File: src/hw/rtl/ird_pkg.sv
// Shared constants, codes and types of the IMU rest detector.
package ird_pkg;

    localparam int SAMPLE_W  = 16;
    localparam int FRAC_BITS = 16;
    localparam int TICK_W    = 20;
    localparam int DT_W      = 9;
    localparam int ALPHA_W   = FRAC_BITS + 1;

    // configuration register indexes
    localparam logic [2:0] REG_GYRO_TAU   = 3'd0;
    localparam logic [2:0] REG_ACCEL_TAU  = 3'd1;
    localparam logic [2:0] REG_RISE_TAU   = 3'd2;
    localparam logic [2:0] REG_FALL_TAU   = 3'd3;
    localparam logic [2:0] REG_GYRO_GATE  = 3'd4;
    localparam logic [2:0] REG_ACCEL_GATE = 3'd5;
    localparam logic [2:0] REG_RATE_GATE  = 3'd6;
    localparam logic [2:0] REG_DWELL      = 3'd7;

    // arithmetic unit operations
    localparam logic [1:0] OP_MUL  = 2'd0;
    localparam logic [1:0] OP_DIV  = 2'd1;
    localparam logic [1:0] OP_SQRT = 2'd2;

    localparam logic [4:0] MUL_STEPS  = 5'd20;
    localparam logic [4:0] DIV_STEPS  = 5'd25;
    localparam logic [4:0] SQRT_STEPS = 5'd21;

    typedef struct packed {
        logic       start;
        logic [1:0] op;
    } t_alu_req;

endpackage

File: src/hw/rtl/ird_alu.sv
// Bit-serial arithmetic unit: shift-add multiply, restoring divide, square root.
module ird_alu (
    input  logic              i_clk,
    input  logic              i_rst_n,
    input  ird_pkg::t_alu_req i_req,
    input  logic [41:0]       i_a,
    input  logic [20:0]       i_b,
    output logic              o_done,
    output logic [51:0]       o_res
);

    logic        r_busy;
    logic        r_done;
    logic [1:0]  r_op;
    logic [4:0]  r_cnt;
    logic [51:0] r_acc;
    logic [41:0] r_opa;
    logic [20:0] r_opb;

    logic [32:0] mul_sum;
    logic [21:0] div_t;
    logic        div_ge;
    logic [21:0] div_r;
    logic [24:0] sq_t;
    logic [24:0] sq_trial;
    logic        sq_ge;
    logic [24:0] sq_r;
    logic [4:0]  steps;

    always_comb begin
        mul_sum  = {1'b0, r_acc[51:20]} + (r_opb[0] ? {1'b0, r_opa[31:0]} : 33'd0);
        div_t    = {r_acc[20:0], r_opa[24]};
        div_ge   = div_t >= {1'b0, r_opb};
        div_r    = div_ge ? div_t - {1'b0, r_opb} : div_t;
        sq_t     = {r_acc[22:0], r_opa[41:40]};
        sq_trial = {2'b00, r_acc[51:31], 2'b01};
        sq_ge    = sq_t >= sq_trial;
        sq_r     = sq_ge ? sq_t - sq_trial : sq_t;
        case (r_op)
            ird_pkg::OP_MUL:  steps = ird_pkg::MUL_STEPS;
            ird_pkg::OP_DIV:  steps = ird_pkg::DIV_STEPS;
            default:          steps = ird_pkg::SQRT_STEPS;
        endcase
    end

    always_ff @(posedge i_clk) begin
        if (!i_rst_n) begin
            r_busy <= 1'b0;
            r_done <= 1'b0;
            r_cnt  <= '0;
            r_op   <= ird_pkg::OP_MUL;
        end else begin
            r_done <= 1'b0;
            if (i_req.start) begin
                r_op   <= i_req.op;
                r_busy <= 1'b1;
                r_cnt  <= '0;
                r_acc  <= '0;
                r_opa  <= i_a;
                r_opb  <= i_b;
            end else if (r_busy) begin
                case (r_op)
                    ird_pkg::OP_MUL: begin
                        r_acc <= {mul_sum, r_acc[19:1]};
                        r_opb <= r_opb >> 1;
                    end
                    ird_pkg::OP_DIV: begin
                        r_acc[20:0]  <= div_r[20:0];
                        r_acc[45:21] <= {r_acc[44:21], div_ge};
                        r_opa        <= r_opa << 1;
                    end
                    default: begin
                        r_acc[22:0]  <= sq_r[22:0];
                        r_acc[51:31] <= {r_acc[50:31], sq_ge};
                        r_opa        <= r_opa << 2;
                    end
                endcase
                r_cnt <= r_cnt + 5'd1;
                if (r_cnt == steps - 5'd1) begin
                    r_busy <= 1'b0;
                    r_done <= 1'b1;
                end
            end
        end
    end

    always_comb begin
        case (r_op)
            ird_pkg::OP_MUL:  o_res = r_acc;
            ird_pkg::OP_DIV:  o_res = {27'd0, r_acc[45:21]};
            default:          o_res = {31'd0, r_acc[51:31]};
        endcase
    end

    assign o_done = r_done;

endmodule

File: src/hw/rtl/imu_rest_detector_top.sv
// IMU rest detector: low-pass filters, deviation smoothing, gates and dwell timers.
//
//  channel   | direction | handshake              | payload
//  s_axis    | in        | tvalid/tready          | tdata 112b sample, tuser 2b
//  m_axis    | out       | tvalid/tready          | tdata 88b status
//  apb       | in        | psel/penable/pready    | paddr 6b, pwdata/prdata 64b
//
//  A normal sample runs up to four alpha divides (25 steps), twelve filter
//  multiplies and fifteen squares (20 steps each) and two square roots
//  (21 steps), all on the one bit-serial arithmetic unit.
//  A first sample or a gap restart loads the filters and goes straight to output.
//  One sample is in work at a time; the result register holds while m_axis stalls.
//  Reset clears the registers to their defaults and the detector to unprimed.
module imu_rest_detector_top (
    input  logic          i_clk,
    input  logic          i_rst_n,
    input  logic          s_axis_tvalid,
    output logic          s_axis_tready,
    // gyro_x, gyro_y, gyro_z, accel_x, accel_y, accel_z, interval_ticks, zero pad
    input  logic [111:0]  s_axis_tdata,
    // mode, rate_gate_enable
    input  logic [1:0]    s_axis_tuser,
    output logic          m_axis_tvalid,
    input  logic          m_axis_tready,
    // rest_now, still, holdoff_active, gyro_deviation, accel_deviation,
    // lpf_gyro_x, lpf_gyro_y, lpf_gyro_z, zero pad
    output logic [87:0]   m_axis_tdata,
    input  logic          psel,
    input  logic          penable,
    input  logic          pwrite,
    input  logic [5:0]    paddr,
    input  logic [63:0]   pwdata,
    output logic [63:0]   prdata,
    output logic          pready
);

    localparam logic [3:0] S_IDLE    = 4'd0;
    localparam logic [3:0] S_ALPHA   = 4'd1;
    localparam logic [3:0] S_ALPHA_W = 4'd2;
    localparam logic [3:0] S_LP      = 4'd3;
    localparam logic [3:0] S_LP_W    = 4'd4;
    localparam logic [3:0] S_DV      = 4'd5;
    localparam logic [3:0] S_DV_W    = 4'd6;
    localparam logic [3:0] S_SQ      = 4'd7;
    localparam logic [3:0] S_SQ_W    = 4'd8;
    localparam logic [3:0] S_RT      = 4'd9;
    localparam logic [3:0] S_RT_W    = 4'd10;
    localparam logic [3:0] S_FIN     = 4'd11;
    localparam logic [3:0] S_OUT     = 4'd12;

    // configuration
    logic [19:0] r_tau [4];
    logic [31:0] r_gate [3];
    logic [39:0] r_dwell;

    // sequencer and state
    logic [3:0]  r_state;
    logic [3:0]  r_idx;
    logic [15:0] r_smp [6];
    logic [8:0]  r_dt;
    logic        r_rge;
    logic [16:0] r_alpha [4];
    logic [31:0] r_lp [6];
    logic [31:0] r_dv [6];
    logic [41:0] r_sum [3];
    logic        r_neg;
    logic        r_quiet;
    logic        r_motion;
    logic        r_primed;
    logic        r_rest;
    logic        r_still;
    logic [19:0] r_stimer;
    logic [19:0] r_htimer;
    logic [15:0] r_mag [2];
    logic        r_ovalid;
    logic [87:0] r_odata;

    ird_pkg::t_alu_req alu_req;
    logic [41:0] alu_a;
    logic [20:0] alu_b;
    logic        alu_done;
    logic [51:0] alu_res;

    logic        cfg_wr;
    logic        in_acc;
    logic [15:0] in_smp [6];
    logic [19:0] hold;
    logic [19:0] holdoff;

    logic [2:0]  u;
    logic [19:0] tau_sel;
    logic [20:0] den;
    logic [31:0] tg;
    logic [32:0] lp_diff;
    logic [32:0] lp_neg;
    logic [31:0] lp_mag;
    logic [16:0] alpha_lp;
    logic [31:0] sm;
    logic        fall;
    logic [32:0] d2;
    logic [32:0] d2_neg;
    logic [31:0] d2_mag;
    logic [51:0] rnd;
    logic [31:0] step_val;
    logic [31:0] n_lp;
    logic [31:0] n_dv;
    logic [3:0]  idx_m6;
    logic [3:0]  k;
    logic [3:0]  k3;
    logic [1:0]  kk;
    logic [31:0] lp_sel;
    logic [31:0] lp_abs;
    logic [15:0] gate_val;
    logic [19:0] sq_q;
    logic [1:0]  sum_idx;
    logic [41:0] sum_sel;
    logic [16:0] root_sh;
    logic [20:0] st_sum;
    logic [19:0] n_stimer;

    assign pready        = 1'b1;
    assign cfg_wr        = psel & penable & pwrite & pready;
    assign s_axis_tready = r_state == S_IDLE;
    assign in_acc        = s_axis_tvalid & s_axis_tready;
    assign m_axis_tvalid = r_ovalid;
    assign m_axis_tdata  = r_odata;
    assign hold          = r_dwell[19:0];
    assign holdoff       = r_dwell[39:20];

    always_comb begin
        for (int i = 0; i < 6; i++) begin
            in_smp[i] = s_axis_tdata[16*i +: 16];
        end
    end

    always_comb begin
        case (paddr[5:3])
            ird_pkg::REG_GYRO_TAU:   prdata = {44'd0, r_tau[0]};
            ird_pkg::REG_ACCEL_TAU:  prdata = {44'd0, r_tau[1]};
            ird_pkg::REG_RISE_TAU:   prdata = {44'd0, r_tau[2]};
            ird_pkg::REG_FALL_TAU:   prdata = {44'd0, r_tau[3]};
            ird_pkg::REG_GYRO_GATE:  prdata = {32'd0, r_gate[0]};
            ird_pkg::REG_ACCEL_GATE: prdata = {32'd0, r_gate[1]};
            ird_pkg::REG_RATE_GATE:  prdata = {32'd0, r_gate[2]};
            default:                 prdata = {24'd0, r_dwell};
        endcase
    end

    // datapath around the arithmetic unit
    always_comb begin
        u        = r_idx[2:0];
        tau_sel  = r_tau[r_idx[1:0]];
        den      = {1'b0, tau_sel} + {12'd0, r_dt};
        tg       = {r_smp[u], 16'h0000};
        lp_diff  = {tg[31], tg} - {r_lp[u][31], r_lp[u]};
        lp_neg   = -lp_diff;
        lp_mag   = lp_diff[32] ? lp_neg[31:0] : lp_diff[31:0];
        alpha_lp = (u < 3'd3) ? r_alpha[0] : r_alpha[1];
        sm       = r_dv[u];
        fall     = lp_mag < sm;
        d2       = {1'b0, lp_mag} - {1'b0, sm};
        d2_neg   = -d2;
        d2_mag   = d2[32] ? d2_neg[31:0] : d2[31:0];
        rnd      = alu_res + 52'h8000;
        step_val = rnd[47:16];
        n_lp     = r_neg ? r_lp[u] - step_val : r_lp[u] + step_val;
        n_dv     = r_neg ? sm - step_val : sm + step_val;

        idx_m6   = r_idx - 4'd6;
        k        = r_idx - 4'd9;
        k3       = k - 4'd3;
        kk       = (k < 4'd3) ? k[1:0] : k3[1:0];
        lp_sel   = r_lp[idx_m6[1:0]];
        lp_abs   = lp_sel[31] ? -lp_sel : lp_sel;
        gate_val = (k < 4'd3) ? r_gate[kk][15:0] : r_gate[kk][31:16];
        if (r_idx < 4'd6) begin
            sq_q = r_dv[u][31:12];
        end else if (r_idx < 4'd9) begin
            sq_q = lp_abs[31:12];
        end else begin
            sq_q = {gate_val, 4'h0};
        end
        if (r_idx < 4'd3) begin
            sum_idx = 2'd0;
        end else if (r_idx < 4'd6) begin
            sum_idx = 2'd1;
        end else begin
            sum_idx = 2'd2;
        end
        if (kk == 2'd2) begin
            sum_sel = r_rge ? r_sum[2] : 42'd0;
        end else begin
            sum_sel = r_sum[kk];
        end
        root_sh  = alu_res[20:4];
        st_sum   = {1'b0, r_stimer} + {12'd0, r_dt};
        n_stimer = st_sum[20] ? {20{1'b1}} : st_sum[19:0];

        alu_req.start = 1'b0;
        alu_req.op    = ird_pkg::OP_MUL;
        alu_a         = '0;
        alu_b         = '0;
        case (r_state)
            S_ALPHA: begin
                alu_req.start = den != 21'd0;
                alu_req.op    = ird_pkg::OP_DIV;
                alu_a         = {17'd0, r_dt, 16'h0000};
                alu_b         = den;
            end
            S_LP: begin
                alu_req.start = 1'b1;
                alu_a         = {10'd0, lp_mag};
                alu_b         = {4'd0, alpha_lp};
            end
            S_DV: begin
                alu_req.start = 1'b1;
                alu_a         = {10'd0, d2_mag};
                alu_b         = {4'd0, fall ? r_alpha[3] : r_alpha[2]};
            end
            S_SQ: begin
                alu_req.start = 1'b1;
                alu_a         = {22'd0, sq_q};
                alu_b         = {1'b0, sq_q};
            end
            S_RT: begin
                alu_req.start = 1'b1;
                alu_req.op    = ird_pkg::OP_SQRT;
                alu_a         = r_sum[r_idx[0]];
            end
            default: begin
                alu_req.start = 1'b0;
            end
        endcase
    end

    ird_alu u_alu (
        .i_clk   (i_clk),
        .i_rst_n (i_rst_n),
        .i_req   (alu_req),
        .i_a     (alu_a),
        .i_b     (alu_b),
        .o_done  (alu_done),
        .o_res   (alu_res)
    );

    always_ff @(posedge i_clk) begin
        if (!i_rst_n) begin
            r_tau[0]  <= 20'd500;
            r_tau[1]  <= 20'd2000;
            r_tau[2]  <= 20'd3000;
            r_tau[3]  <= 20'd500;
            r_gate[0] <= '0;
            r_gate[1] <= '0;
            r_gate[2] <= '0;
            r_dwell   <= '0;
        end else if (cfg_wr) begin
            case (paddr[5:3])
                ird_pkg::REG_GYRO_TAU:   r_tau[0]  <= pwdata[19:0];
                ird_pkg::REG_ACCEL_TAU:  r_tau[1]  <= pwdata[19:0];
                ird_pkg::REG_RISE_TAU:   r_tau[2]  <= pwdata[19:0];
                ird_pkg::REG_FALL_TAU:   r_tau[3]  <= pwdata[19:0];
                ird_pkg::REG_GYRO_GATE:  r_gate[0] <= pwdata[31:0];
                ird_pkg::REG_ACCEL_GATE: r_gate[1] <= pwdata[31:0];
                ird_pkg::REG_RATE_GATE:  r_gate[2] <= pwdata[31:0];
                default:                 r_dwell   <= pwdata[39:0];
            endcase
        end
    end

    always_ff @(posedge i_clk) begin
        if (!i_rst_n) begin
            r_state  <= S_IDLE;
            r_idx    <= '0;
            r_primed <= 1'b0;
            r_rest   <= 1'b0;
            r_still  <= 1'b0;
            r_stimer <= '0;
            r_htimer <= '0;
            r_mag[0] <= '0;
            r_mag[1] <= '0;
            r_ovalid <= 1'b0;
        end else begin
            // drop a taken result unless a new one is loaded in this cycle
            if (r_ovalid && m_axis_tready && r_state != S_OUT) begin
                r_ovalid <= 1'b0;
            end
            case (r_state)
                S_IDLE: begin
                    if (in_acc) begin
                        for (int i = 0; i < 6; i++) begin
                            r_smp[i] <= in_smp[i];
                        end
                        r_dt     <= s_axis_tdata[104:96];
                        r_rge    <= s_axis_tuser[1];
                        r_idx    <= '0;
                        r_quiet  <= 1'b1;
                        r_motion <= 1'b0;
                        for (int i = 0; i < 3; i++) begin
                            r_sum[i] <= '0;
                        end
                        if (s_axis_tuser[0] || !r_primed) begin
                            // load the filters straight from the sample
                            for (int i = 0; i < 6; i++) begin
                                r_lp[i] <= {in_smp[i], 16'h0000};
                                r_dv[i] <= '0;
                            end
                            r_primed <= 1'b1;
                            r_stimer <= '0;
                            if (s_axis_tuser[0]) begin
                                r_rest   <= 1'b0;
                                r_still  <= 1'b0;
                                r_htimer <= holdoff;
                            end else begin
                                r_mag[0] <= '0;
                                r_mag[1] <= '0;
                                r_rest   <= 1'b1;
                                r_still  <= hold == 20'd0;
                                r_htimer <= '0;
                            end
                            r_state <= S_OUT;
                        end else begin
                            r_state <= S_ALPHA;
                        end
                    end
                end
                S_ALPHA: begin
                    if (den == 21'd0) begin
                        r_alpha[r_idx[1:0]] <= 17'h10000;
                        r_idx   <= (r_idx == 4'd3) ? 4'd0 : r_idx + 4'd1;
                        r_state <= (r_idx == 4'd3) ? S_LP : S_ALPHA;
                    end else begin
                        r_state <= S_ALPHA_W;
                    end
                end
                S_ALPHA_W: begin
                    if (alu_done) begin
                        r_alpha[r_idx[1:0]] <= alu_res[16:0];
                        r_idx   <= (r_idx == 4'd3) ? 4'd0 : r_idx + 4'd1;
                        r_state <= (r_idx == 4'd3) ? S_LP : S_ALPHA;
                    end
                end
                S_LP: begin
                    r_neg   <= lp_diff[32];
                    r_state <= S_LP_W;
                end
                S_LP_W: begin
                    if (alu_done) begin
                        r_lp[u] <= n_lp;
                        r_state <= S_DV;
                    end
                end
                S_DV: begin
                    r_neg   <= d2[32];
                    r_state <= S_DV_W;
                end
                S_DV_W: begin
                    if (alu_done) begin
                        r_dv[u] <= n_dv;
                        r_idx   <= (r_idx == 4'd5) ? 4'd0 : r_idx + 4'd1;
                        r_state <= (r_idx == 4'd5) ? S_SQ : S_LP;
                    end
                end
                S_SQ: begin
                    r_state <= S_SQ_W;
                end
                S_SQ_W: begin
                    if (alu_done) begin
                        if (r_idx < 4'd9) begin
                            r_sum[sum_idx] <= r_sum[sum_idx] + alu_res[41:0];
                        end else if (k < 4'd3) begin
                            r_quiet <= r_quiet & (sum_sel < alu_res[41:0]);
                        end else begin
                            r_motion <= r_motion | (sum_sel > alu_res[41:0]);
                        end
                        r_idx   <= (r_idx == 4'd14) ? 4'd0 : r_idx + 4'd1;
                        r_state <= (r_idx == 4'd14) ? S_RT : S_SQ;
                    end
                end
                S_RT: begin
                    r_state <= S_RT_W;
                end
                S_RT_W: begin
                    if (alu_done) begin
                        r_mag[r_idx[0]] <= root_sh[16] ? 16'hFFFF : root_sh[15:0];
                        r_idx   <= r_idx[0] ? 4'd0 : r_idx + 4'd1;
                        r_state <= r_idx[0] ? S_FIN : S_RT;
                    end
                end
                S_FIN: begin
                    r_rest <= r_quiet;
                    if (r_motion) begin
                        r_stimer <= '0;
                        r_still  <= 1'b0;
                        r_htimer <= holdoff;
                    end else begin
                        if (r_quiet) begin
                            r_stimer <= n_stimer;
                            if (n_stimer >= hold) begin
                                r_still <= 1'b1;
                            end
                        end
                        r_htimer <= (r_htimer > {11'd0, r_dt}) ? r_htimer - {11'd0, r_dt}
                                                                 : 20'd0;
                    end
                    r_state <= S_OUT;
                end
                S_OUT: begin
                    if (!r_ovalid || m_axis_tready) begin
                        r_odata  <= {5'd0, r_lp[2][31:16], r_lp[1][31:16], r_lp[0][31:16],
                                     r_mag[1], r_mag[0], r_htimer != 20'd0, r_still, r_rest};
                        r_ovalid <= 1'b1;
                        r_state  <= S_IDLE;
                    end
                end
                default: begin
                    r_state <= S_IDLE;
                end
            endcase
        end
    end

endmodule

File: config.mk
export PLATFORM = sky130hd
export DESIGN_NAME = imu_rest_detector_top
export DESIGN_NICKNAME = d
export VERILOG_FILES = /design/src/hw/rtl/ird_pkg.sv /design/src/hw/rtl/ird_alu.sv /design/src/hw/rtl/imu_rest_detector_top.sv
export SDC_FILE = /design/constraint.sdc
export NUM_CORES = 2
export LEC_CHECK = 0
export ABC_CLOCK_PERIOD_IN_PS = 14700
export BUFFER_PORTS_ARGS = -buffer_cell sky130_fd_sc_hd__buf_4
export CORE_ASPECT_RATIO = 1.25
export CORE_MARGIN = 3
export CORE_UTILIZATION = 50
export CTS_CLUSTER_SIZE = 12
export DETAILED_ROUTE_END_ITERATION = 8
export PLACE_DENSITY = 0.67
export SLEW_MARGIN = 5
export SYNTH_ARGS = -nofsm -noshare
export SYNTH_HDL_FRONTEND = slang
export SYNTH_SLANG_ARGS = --single-unit
File: constraint.sdc
create_clock -name i_clk -period 14.7 [get_ports i_clk]
set_input_delay 2.205 -clock i_clk [delete_from_list [all_inputs] [get_ports i_clk]]
set_output_delay 2.205 -clock i_clk [all_outputs]
set_load 0.02 [all_outputs]
==> impl_results.md <==
- Status: finished clean
- CP Class: register to register
- Max-slew violation count: 0
- CP max FO: 44
- Maxcap violations: 0
- Reg clk slew, reported paths: 70 ps
- GP Congestion: 0.996
- Fin. Hold Viols: 0
- Number of flops mapped to enable cells by yosys: approximately 1300
- Post-synthesis sequential area ratio: 0.499
- Total clock buffers created by CTS: 146
- Drt first pass iters: 8
- Main synth FF type: edfxtp_1
- GRT Util Overall: 0.330
- GRT overflow: 0
- CTS tree: done
- Port Buffers: 281
- Core area: 159000 sq um
- Yosys reg bits: 1368
- Req. time, crit path: 15230 ps
- Setup WS pre-CTS: 3600 ps
- Setup repair bufs after CTS: 0
- Clk_skew: 57.4 ps
- Area delta synth->final: 11.6%
- Distinct cells, synth: 105
- Fmax: 88.3 MHz
- Commonest non-fill, non-tap cell in the layout: edfxtp_1
- Die width: 364 microns
- Syn Inst Count: roughly 7400
- Clk sink count: between 1000 and 1500
- Antenna viol nets, final: 0
- Post-detail-place hpwl: 200000 microns
- Hold_buf cts: 0
- Wirelength, routed: 278000 microns
- Final WS setup: 3370 ps
- Most frequent cells in the layout: edfxtp_1, nor2_1, nand2_1, buf_4, inv_1
- DR WL/cell: approximately 28 microns
- Post-CTS sizing: 0
- Clock Latency Late Sink: 840 ps
- CTS Root Cell: clkbuf_16
- Number of H-tree branching levels: 4
- Slowest stage delay, CP: 830 ps
- CP Capture Type: register
- FILL cells: 13400
- Worst Max-Slew Pin Slew: 1390 ps
- Final hold slack: 418 ps
- Vias in the first global route: 60500
- # DRC: 0
- Initial DRC Count: 7518
- Fraction of layout instances using a drive strength above 1: 0.137
- Initial antenna violation count: 10
- P per Cell Area: 231 nW/um^2
- Die area: 165000 sq um
- Worst vdd ir: 0.232 mV
- Worst path slowest cell: dfxtp_4
- Vias: 62300
- Synth Cell Area: 80200 sq um
- Slew HR: 0.0700
- Synth async-reset ratio: 0
- Vias/cell: 6.38
- Synth warnings: 0
- CP top delay family: compound AO/OA/AOI/OAI gates
- Die span in y: 454 microns
- Final TNS setup: 0 ps
- Final worst path period share: 0.771
- CP bufs+invs: 1
- First-pass GRT wire length: 400000 microns
- Finish-stage setup viols: 0
- CP dominant cell by count: o21ai_0
- Initial Utilization: 0.505
- Critical Path AT: 11870 ps
- Row count: roughly 160
- I/O Pins: 346
- Nets: 8121
- CTS Buffer Depth: 3
- RSZ-0062 raised after global routing: false
- Period minus WS final: about 11000 ps
- CP startpoint kind: register
- Static leakage: 32.9 nW
- HP Class: register to register
- Mean Syn Cell Area: 10.9 sq um
- Largest net degree at the start of global routing: 104
## where the power goes
group / switching, mW / leakage, nW / internal, mW
combinational: 7.38 / 18.0 / 4.25
clock: 1.58 / 2.23 / 2.08
sequential: 0.411 / 12.6 / 4.97
## area by class of cell
class,instances,area [sq um],area share
antenna,8,20.0,0.000224
tap,2062,2580,0.0288
clock inverter,53,703,0.00786
multi-input combinational,5277,37600,0.420
inverter,373,1400,0.0157
clock buffer,193,3920,0.0438
sequential,1368,40100,0.447
timing repair buffer,433,3280,0.0366
## state kept, by name, indices dropped and copies added, names as in the netlist, 20 cells and up, named ones only
signal        flops
m_axis_tdata     83
r_alpha          68
r_dv            256
r_dwell          40
r_gate           96
r_htimer         20
r_lp            256
r_mag            32
r_smp            96
r_stimer         20
r_sum           168
r_tau            80
u_alu.r_acc      52
u_alu.r_opa      42
u_alu.r_opb      21
## synthesized netlist by cell type, types with 44 or more instances
cell type  number  share of area
a21oi_1       354          0.022
mux4_2        198          0.056
o22ai_1        94         0.0073
ha_1          322          0.050
mux2i_1       296          0.037
and3_1         61         0.0048
o21ai_0       263          0.016
or3_1          72         0.0056
clkbuf_1      306          0.014
nand3_1       115         0.0072
inv_1         368          0.017
xnor2_1       236          0.026
nand4_1        58         0.0045
dfxtp_1       105          0.026
xor2_1        124          0.014
a211oi_1       66         0.0062
and2_1        183          0.014
a22oi_1        44         0.0041
a21boi_0       76         0.0071
nor2_1        946          0.044
mux2_2         92          0.013
edfxtp_1     1263           0.47
nand2_1       645          0.030
nand2b_1       49         0.0038
nor3_1        117         0.0073
a21o_1         85         0.0080
buf_1          56         0.0026
nor2b_1        90         0.0070
a31oi_1        68         0.0053
## layer usage
layer  vias up  part of all wire  global-route usage
li1      27500                 -                   -
met1     30700              0.36               0.402
met2      3280              0.46               0.530
met3       779             0.099              0.0753
met4         4             0.076               0.214
met5         -           0.00010                   0
## per-stage QoR
stage               cells  total power [mW]  instance area [sq um]   util
global route         9761              21.8                  89500  0.564
global placement     9513              16.6                  84900  0.535
CTS                  9759              20.5                  89500  0.564
finish               9767              20.7                  89500  0.564
floorplan            7437              13.4                  80400      -
detailed placement   9513              16.8                  84900  0.535
## kinds of logic (layout without fill, tap and decap cells)
group           after synthesis  in the layout  share of synthesized area
compound gates             1437           1437                      0.119
simple gates               2480           2480                      0.143
fa+ha+maj                   336            336                     0.0532
mux                         587            587                      0.106
other cells                   2             80                  0.0000937
xor+xnor                    365            365                     0.0405
flops                      1368           1368                      0.499
buf+inv                     792           1052                     0.0396
## final timing paths
kind	from	to	slack, ps	cells past startpoint
worst min-delay path	r_mag[1][10]$_SDFFCE_PN0P_	m_axis_tdata[29]$_DFFE_PP_	420	0
worst max register to register	register	u_alu.r_opa[9]$_DFFE_PP_	3370	33
worst min register to register	r_mag[1][10]$_SDFFCE_PN0P_	m_axis_tdata[29]$_DFFE_PP_	420	0
worst max-delay path	register	u_alu.r_opa[9]$_DFFE_PP_	3370	33
## worst register-to-register path, delay by kind of cell (launching register included)
family / cells / cell delay [ps]
XOR/XNOR: 2 / 550
flip-flops: 1 / 830
adder cells (fa/ha/maj): 4 / 1420
buffers and inverters: 1 / 890
multiplexers: 2 / 1050
AO/OA/AOI/OAI: 22 / 5960
AND/OR/NAND/NOR: 2 / 310
(Power assumes the default switching activity.)
